**src/rtl/ntp_pkg.sv**
```systemverilog
package ntp_pkg;

  localparam int FRAC_BITS = 16;
  localparam int NUM_PAIRS = 8;
  localparam int HW = 50;

  localparam logic [31:0] P_CAP   = 32'h2000_0000;
  localparam logic [31:0] Q_CAP   = 32'h7FFF_FFFF;
  localparam logic [31:0] ONE_CAP = 32'h0001_0000;
  localparam logic [63:0] AREA_EPS = (64'd1 << (2 * FRAC_BITS)) / 64'd100000;
  localparam logic signed [31:0] DEPTH_MAX = 32'sh7FFF_FFFF;

  localparam logic [63:0] PAIR_RESET [NUM_PAIRS] = '{
    64'h0000_0000_0001_0000, 64'h0, 64'h0001_0000_0000_0000, 64'h0,
    64'h0, 64'h0000_0000_0001_0000, 64'h0, 64'h0001_0000_0000_0000
  };

  typedef enum logic [3:0] {
    S_IDLE, S_XMUL, S_XACC, S_CHECK, S_PDIV, S_PWAIT, S_CMUL, S_CACC,
    S_AREA, S_WDIV, S_WWAIT, S_SMUL, S_SACC, S_UPDATE, S_FIN
  } state_e;

  typedef enum logic [3:0] {
    OP_NONE, OP_LOAD, OP_XMUL, OP_XACC, OP_DSTART, OP_DSTORE, OP_CMUL, OP_CACC,
    OP_WSTART, OP_WSTORE, OP_SMUL, OP_SACC, OP_UPDATE, OP_FINISH
  } dp_op_e;

  typedef struct packed {
    dp_op_e     op;
    logic [1:0] vi;
    logic [1:0] ri;
    logic [1:0] ci;
    logic [2:0] st;
  } cmd_t;

  typedef struct packed {
    logic culled;
    logic area_ok;
    logic div_done;
    logic fin_wait;
  } sts_t;

  typedef struct packed {
    logic signed [31:0] a_x;
    logic signed [31:0] a_y;
    logic signed [31:0] a_z;
    logic signed [31:0] b_x;
    logic signed [31:0] b_y;
    logic signed [31:0] b_z;
    logic signed [31:0] c_x;
    logic signed [31:0] c_y;
    logic signed [31:0] c_z;
    logic [9:0]         mesh_id;
    logic [23:0]        tri_id;
    logic               last_in_pick;
  } item_t;

  typedef struct packed {
    logic               hit_found;
    logic [9:0]         hit_mesh;
    logic [23:0]        hit_triangle;
    logic signed [31:0] hit_depth;
  } res_t;

endpackage

```
**src/rtl/ntp_ctrl.sv**
```systemverilog
module ntp_ctrl (
  input  logic          clk_i,
  input  logic          rst_ni,
  input  logic          in_valid_i,
  output logic          in_ready_o,
  input  ntp_pkg::sts_t sts_i,
  output ntp_pkg::cmd_t cmd_o
);

  ntp_pkg::state_e state_q, state_d;
  logic [1:0] vi_q, vi_d, ri_q, ri_d, ci_q, ci_d;
  logic [2:0] st_q, st_d;

  always_ff @(posedge clk_i or negedge rst_ni) begin
    if (!rst_ni) begin
      state_q <= ntp_pkg::S_IDLE;
      vi_q    <= '0;
      ri_q    <= '0;
      ci_q    <= '0;
      st_q    <= '0;
    end else begin
      state_q <= state_d;
      vi_q    <= vi_d;
      ri_q    <= ri_d;
      ci_q    <= ci_d;
      st_q    <= st_d;
    end
  end

  always_comb begin
    state_d    = state_q;
    vi_d       = vi_q;
    ri_d       = ri_q;
    ci_d       = ci_q;
    st_d       = st_q;
    in_ready_o = 1'b0;
    cmd_o.op   = ntp_pkg::OP_NONE;
    cmd_o.vi   = vi_q;
    cmd_o.ri   = ri_q;
    cmd_o.ci   = ci_q;
    cmd_o.st   = st_q;
    case (state_q)
      ntp_pkg::S_IDLE: begin
        in_ready_o = 1'b1;
        if (in_valid_i) begin
          cmd_o.op = ntp_pkg::OP_LOAD;
          vi_d     = '0;
          ri_d     = '0;
          ci_d     = '0;
          state_d  = ntp_pkg::S_XMUL;
        end
      end
      ntp_pkg::S_XMUL: begin
        cmd_o.op = ntp_pkg::OP_XMUL;
        state_d  = ntp_pkg::S_XACC;
      end
      ntp_pkg::S_XACC: begin
        cmd_o.op = ntp_pkg::OP_XACC;
        state_d  = ntp_pkg::S_XMUL;
        ci_d     = ci_q + 2'd1;
        if (ci_q == 2'd2) begin
          ci_d = '0;
          ri_d = ri_q + 2'd1;
          if (ri_q == 2'd3) begin
            ri_d = '0;
            vi_d = vi_q + 2'd1;
            if (vi_q == 2'd2) begin
              vi_d    = '0;
              state_d = ntp_pkg::S_CHECK;
            end
          end
        end
      end
      ntp_pkg::S_CHECK: begin
        vi_d    = '0;
        ci_d    = '0;
        state_d = sts_i.culled ? ntp_pkg::S_FIN : ntp_pkg::S_PDIV;
      end
      ntp_pkg::S_PDIV: begin
        cmd_o.op = ntp_pkg::OP_DSTART;
        state_d  = ntp_pkg::S_PWAIT;
      end
      ntp_pkg::S_PWAIT: begin
        if (sts_i.div_done) begin
          cmd_o.op = ntp_pkg::OP_DSTORE;
          state_d  = ntp_pkg::S_PDIV;
          ci_d     = ci_q + 2'd1;
          if (ci_q == 2'd2) begin
            ci_d = '0;
            vi_d = vi_q + 2'd1;
            if (vi_q == 2'd2) begin
              vi_d    = '0;
              st_d    = '0;
              state_d = ntp_pkg::S_CMUL;
            end
          end
        end
      end
      ntp_pkg::S_CMUL: begin
        cmd_o.op = ntp_pkg::OP_CMUL;
        state_d  = ntp_pkg::S_CACC;
      end
      ntp_pkg::S_CACC: begin
        cmd_o.op = ntp_pkg::OP_CACC;
        st_d     = st_q + 3'd1;
        state_d  = (st_q == 3'd7) ? ntp_pkg::S_AREA : ntp_pkg::S_CMUL;
      end
      ntp_pkg::S_AREA: begin
        vi_d    = '0;
        state_d = sts_i.area_ok ? ntp_pkg::S_WDIV : ntp_pkg::S_FIN;
      end
      ntp_pkg::S_WDIV: begin
        cmd_o.op = ntp_pkg::OP_WSTART;
        state_d  = ntp_pkg::S_WWAIT;
      end
      ntp_pkg::S_WWAIT: begin
        if (sts_i.div_done) begin
          cmd_o.op = ntp_pkg::OP_WSTORE;
          vi_d     = vi_q + 2'd1;
          state_d  = ntp_pkg::S_WDIV;
          if (vi_q == 2'd2) begin
            vi_d    = '0;
            state_d = ntp_pkg::S_SMUL;
          end
        end
      end
      ntp_pkg::S_SMUL: begin
        cmd_o.op = ntp_pkg::OP_SMUL;
        state_d  = ntp_pkg::S_SACC;
      end
      ntp_pkg::S_SACC: begin
        cmd_o.op = ntp_pkg::OP_SACC;
        vi_d     = vi_q + 2'd1;
        state_d  = ntp_pkg::S_SMUL;
        if (vi_q == 2'd2) begin
          vi_d    = '0;
          state_d = ntp_pkg::S_UPDATE;
        end
      end
      ntp_pkg::S_UPDATE: begin
        cmd_o.op = ntp_pkg::OP_UPDATE;
        state_d  = ntp_pkg::S_FIN;
      end
      ntp_pkg::S_FIN: begin
        if (!sts_i.fin_wait) begin
          cmd_o.op = ntp_pkg::OP_FINISH;
          state_d  = ntp_pkg::S_IDLE;
        end
      end
      default: begin
        state_d = ntp_pkg::S_IDLE;
      end
    endcase
  end

endmodule

```
**config.mk**
```make
export PLATFORM = sky130hd
export DESIGN_NAME = ntp_ctrl
export DESIGN_NICKNAME = d
export VERILOG_FILES = /design/src/rtl/ntp_pkg.sv /design/src/rtl/ntp_ctrl.sv
export SDC_FILE = /design/constraint.sdc
export NUM_CORES = 1
export LEC_CHECK = 0
export BUFFER_PORTS_ARGS = -buffer_cell sky130_fd_sc_hd__buf_2
export CAP_MARGIN = 0
export CORE_MARGIN = 2
export CORE_UTILIZATION = 25
export DETAILED_ROUTE_END_ITERATION = 8
export GPL_ROUTABILITY_DRIVEN = 1
export PLACE_DENSITY = 0.5
export SYNTH_ARGS = -nofsm -noshare
export SYNTH_HDL_FRONTEND = slang
export SYNTH_SLANG_ARGS = --single-unit
```
**constraint.sdc**
```tcl
create_clock -name clk_i -period 1.7 [get_ports clk_i]
set_input_delay 0.17 -clock clk_i [delete_from_list [all_inputs] [get_ports clk_i]]
set_output_delay 0.17 -clock clk_i [all_outputs]
set_load 0.02 [all_outputs]
```
; After elaboration in Yosys (flattened, before gate mapping)
; Index checks and enable logic that the tools add are counted.
[word_totals]
ff_bits = 13
inputBits = 7
out_inout_bits = 14
wordCells = 85
[op_classes]
addsub = 4
n_eq_ne = 26
n_mux = 39
reduce_logical = 11
[op_table]
columns = operator, n
row1 = one-hot mux 4 bit (15 select lines), 1
row2 = one-hot mux 4 bit (13 select lines), 1
row3 = two-way mux 2 bit, 17
row4 = two-way mux 4 bit, 8
row5 = "== test 4 bit, second input constant", 7
row6 = two-way mux 3 bit, 6
row7 = "== test 4 x 3 -> 1 bit, second input constant", 4
row8 = "!= test 2 bit, second input constant", 8
row9 = one-hot mux 2 bit (6 select lines), 1
row10 = "== test 4 x 2 -> 1 bit, second input constant", 2
row11 = one-hot mux 2 bit (4 select lines), 1
row12 = AND reduction 4 bit, 2
row13 = AND reduction 7 bit, 1
row14 = "adder 2 x 1 -> 2 bit, second input constant", 3
row15 = "== test 2 bit, second input constant", 3
row16 = one-hot mux 3 bit (2 select lines), 1
row17 = AND reduction 3 bit, 2
row18 = nonzero test 6 bit, 1
row19 = "== test 4 x 1 -> 1 bit, second input constant", 1
row20 = logical NOT 4 bit, 1
row21 = one-hot mux 2 bit (2 select lines), 1
row22 = nonzero test 2 bit, 2
row23 = nonzero test 4 bit, 1
row24 = "adder 3 x 1 -> 3 bit, second input constant", 1
row25 = 3 further kinds, 4

; Depth between registers and ports, before layout
[depth]
word_depth = 5
mapped_depth = 7
ltp_nobuf = 7

; Least setup slack after synthesis
; OpenSTA, ideal clock, no wires.
[synth_path]
path_kind = reg2out
from = reg state_q[0]
to = out cmd_o[9] (netlist bit)
arrival_time_ns = 1.557
setup_slack_ns = -0.027
path_stages_with_launch = 6
n_path_buf = 3
cell_sequence = dfrtp_1 > buf_6 > buf_2 > buf_2 > xor2_1 > o31ai_1
[synth_lines]
columns = item, line
row1 = start: declaration, ntp_ctrl.sv:10  ; ntp_pkg::state_e state_q, state_d;
row2 = start signal: assignment, ntp_ctrl.sv:16  ; state_q <= ntp_pkg::S_IDLE;
row3 = start signal: assignment, ntp_ctrl.sv:22  ; state_q <= state_d;
row4 = end: declaration, ntp_ctrl.sv:7  ; output ntp_pkg::cmd_t cmd_o

; Worst setup path in the final report
[layout_path]
from = reg state_q[0]
to = reg vi_q[0]
[layout_between]
elab_chain_len = 4
elab_cells_between_ends = 17
cone_classes = eq/ne: 12 / mux: 1 / reduce/logical: 4
[layout_rtl]
columns = item, line
row1 = == test 4 bit or == test 4 x 2 -> 1 bit (tied branches), ntp_ctrl.sv:42  ; case (state_q)
row2 = OR reduction 2 bit (no source line), -
row3 = nonzero test 6 bit (no source line), -
row4 = AND reduction 7 bit (no source line), -
row5 = end signal: assignment, ntp_ctrl.sv:23  ; vi_q <= vi_d;
row6 = end: declaration, ntp_ctrl.sv:11  ; logic [1:0] vi_q, vi_d, ri_q, ri_d, ci_q, ci_d;
; Several ways; a longest one is shown, not always the timed one.
; A chain may end at the register's enable or synchronous reset.

==> impl_metrics.ini <==
[floorplanning]
rows = 24
design.die.area_um2 = 5130
die-height_um = 71.6
io_pins = 21
initial_core_util_pct = 26.1
core_area_um2 = 4380
width_of_the_die_um = 71.6

[setup_path]
timing.setup.critical_path_class = flip-flop to flip-flop
reg2reg_setup_slack_ns = -0.003
cp.arrival_ns = 1.83
worst_r2r_path_depth = 6
critPathMaxStageDelay_ns = 0.44
critPathMaxFanout = 5
worst_flop_to_flop_path_startpoint = state_q[0]$_DFFE_PN0P_
cp-end-kind = flip-flop
cell_type_group_with_the_largest_total_delay_on_the_critical_path = simple AND/OR/NAND/NOR gates
timing.critical_path.from = state_q[0]$_DFFE_PN0P_
crit_path_top_delay_cell = sky130_fd_sc_hd__dfrtp_2
critical_path_depth = 6
path_buf_inv = 1
worstPathRequired_ns = 1.83
path_cells = buf_6 > and2b_4 > a22oi_2 > nor2_2 > nor3_4 > mux2_4
cp-start-kind = flip-flop

[logic_synthesis]
synth_nets = 142
synth_area_leaders = sky130_fd_sc_hd__dfrtp_1 (28%), sky130_fd_sc_hd__a22o_1 (4.6%), sky130_fd_sc_hd__o21ai_0 (4.4%)
synth_cell_type_count = 45
yosysSeqAreaShare_pct = 28.5
synth.ff_latch_count = 13
netlist.top_cell.by_area = sky130_fd_sc_hd__dfrtp_1
syn-mean-instance-area_um2 = 8.65
synth-edff-count = 0
netlist_top_cells_count = sky130_fd_sc_hd__dfrtp_1 (13), sky130_fd_sc_hd__o21ai_0 (10), sky130_fd_sc_hd__nand2_1 (9), sky130_fd_sc_hd__nor2_1 (9), sky130_fd_sc_hd__buf_2 (8)
postSynthCellCount = 132
synth_ff_type = sky130_fd_sc_hd__dfrtp_1
ys_async_sr_fraction_pct = 100
yosys.cell_count.top_type = sky130_fd_sc_hd__dfrtp_1
yosysTopAreaCellShare_pct = 28.5
syn_area_um2 = 1140
synth-warning-count = 0

[hold_path]
holdCritStartpoint = sts_i[1]
worstHoldPathCells = 4
holdCritPathClass = input port to flip-flop

[sta]
worstMarginPinSlew_ns = 0.323
final.min_clock_period_ns = 1.70
totalNegativeSetupSlack_ns = -0.00526
final.setup.worst_slack_ns = -0.00298
fin_worst_skew_ns = 0.00436
timing.fmax_mhz = 587
setup_viol_count_final = 2
relSlewSlack_pct = 78.4
count_of_final_max_slew_check_failures = 0
post_route_clock_period_utilization_pct = 100
grt_setup_unrepaired = true
timing_hold_violations_final = 0

[routing]
first_drt_iteration_drcs = 31
drtAntennaViolNets = 0
postRouteWirelength_um = 3530
route.vias.total = 1229
vias_per_cell = 5.25
wl_per_cell_um = 15.1
detail_route.drc_violations = 0
firstDrtPassIters = 5

[pwr]
p_switching_mw = 1.64
power.share.clock_pct = 7.8
power_frac_comb_pct = 75.2
power_frac_seq_pct = 16.9
power_leakage_nw = 0.771
switching_share_pct = 45.6
internal_power_mw = 1.96
power.ir.vdd_worst_v = 0.000925
total_power_mw = 3.60
p_per_area_nw_per_um2 = 2130

[cts]
cts-root-buf = sky130_fd_sc_hd__clkbuf_8
clkLatencyLatePin_ns = 0.24
clock_input_transition_at_the_sequential_cells_of_the_worst_setup_and_hold_paths_ns = 0.06
clk_path_buf_depth = 2
h-tree-depth = 1
clkSinkCount = 13
tritoncts.num_buffers = 3
tritoncts = done

[finish]
final_layout_size_suffix_gt1_share_pct = 49.5
areaGrowthSynthToFinish_pct = 47.9
n_antenna_cell = 0
finish.net_count = 193
fillers = 435

[run]
drv.max_cap_violation_count = 0

[status]
run_status = finished with violations
failing_checks = negative setup slack

[placed_design]
place.gp.congestion = 0.865
place.port_buffers = 20
pre_cts_ws_ns = -0.0206
detailedPlacementHpwl_um = 2460

[grt]
grt_util_all_layers_pct = 13.8
pin_count_of_the_biggest_net_entering_global_routing = 14
first_global_vias = 1213
global_route_wire_length_before_repair_um = 5750
globalRouteOverflowTotal = 0
antenna_found_initial = 0
-- worst reg2reg max path, delay by kind of cell (launching register included) --
family	cells	cell delay, ns
simple gates	3	0.50
flops	1	0.44
mux	1	0.32
compound gates	1	0.19
buf+inv	1	0.14
-- metal layers --
| metal | up-vias | wire, um | GRT usage [%] |
|---|---|---|---|
| met2 | 30 | 1770 | 24.5 |
| met3 | 4 | 120 | 1.69 |
| li1 | 588 | - | - |
| met5 | - | 0 | 0 |
| met1 | 607 | 1600 | 18.0 |
| met4 | 0 | 36 | 3.14 |
-- placed cells by master (no fill, tap or decap), types with 4 or more instances in the layout --
cell / count
sky130_fd_sc_hd__nand3_1: 7
sky130_fd_sc_hd__o21ai_0: 6
sky130_fd_sc_hd__a31oi_1: 4
sky130_fd_sc_hd__dfrtp_2: 4
sky130_fd_sc_hd__nor2b_1: 5
sky130_fd_sc_hd__dfrtp_1: 9
sky130_fd_sc_hd__buf_2: 17
sky130_fd_sc_hd__nand2_1: 7
sky130_fd_sc_hd__buf_6: 7
sky130_fd_sc_hd__o21ai_1: 4
sky130_fd_sc_hd__a22o_1: 6
sky130_fd_sc_hd__nor2_1: 8
sky130_fd_sc_hd__nor3_1: 4
sky130_fd_sc_hd__buf_4: 31
sky130_fd_sc_hd__a21oi_1: 5
-- state kept, by name, indices dropped and copies added (netlist names) --
name,cells
state_q,4
st_q,3
ci_q,2
ri_q,2
vi_q,2
-- power groups by stage --
stage          registers [mW]  clock network (mW)  logic, mW
6_report                0.609               0.282       2.71
3_5_place_dp            0.599                   0       2.12
2_1_floorplan           0.612                   0       1.45
4_1_cts                 0.611               0.288       2.36
3_3_place_gp            0.588                   0       2.09
5_1_grt                 0.633               0.301       2.91
-- stage by stage --
step	area [um2]	hold WS (ns)	util (%)	cells
6_report	1690	0.256	38.5	234
5_1_grt	1690	0.261	38.5	234
4_1_cts	1560	0.243	35.5	227
3_5_place_dp	1410	0.0860	32.1	215
3_3_place_gp	1410	0.0864	32.1	215
2_1_floorplan	1150	-0.126	-	132
-- kinds of logic (layout without fill, tap and decap cells) --
family          after synthesis  in the layout  synth area share, %
mux                           4              4                 4.60
xor+xnor                      3              3                 2.30
buf+inv                      15             65                 7.78
simple gates                 49             49                 25.0
fa+ha+maj                     3              3                 3.29
compound gates               45             45                 28.6
flops                        13             13                 28.5
-- worst paths after layout --
check,end
worst max-delay path,vi_q[0]$_DFFE_PN0P_
worst min-delay path,state_q[0]$_DFFE_PN0P_
worst max register to register,vi_q[0]$_DFFE_PN0P_
worst min register to register,st_q[1]$_DFFE_PN0P_
max in group asynchronous,state_q[3]$_DFFE_PN0P_
min in group asynchronous,st_q[1]$_DFFE_PN0P_
-- cell type report --
class | count | area (um2) | share of cell area [%]
Clock buffer | 4 | 45.0 | 2.67
Inverter | 3 | 11.3 | 0.667
Multi-Input combinational cell | 104 | 796 | 47.1
Sequential cell | 13 | 330 | 19.6
Tap cell | 52 | 65.1 | 3.85
Timing Repair Buffer | 58 | 442 | 26.1
-- repair_timing --
item                                    CTS  global route
resized for setup                        17            18
endpoints found under the hold margin    13             0
cloned                                    1             0
hold buffers                              1             0
setup buffers                             6             7
endpoints found under the setup margin    5             7
pin swaps                                 4             3
Note: power is estimated with default switching activity, not from simulation.
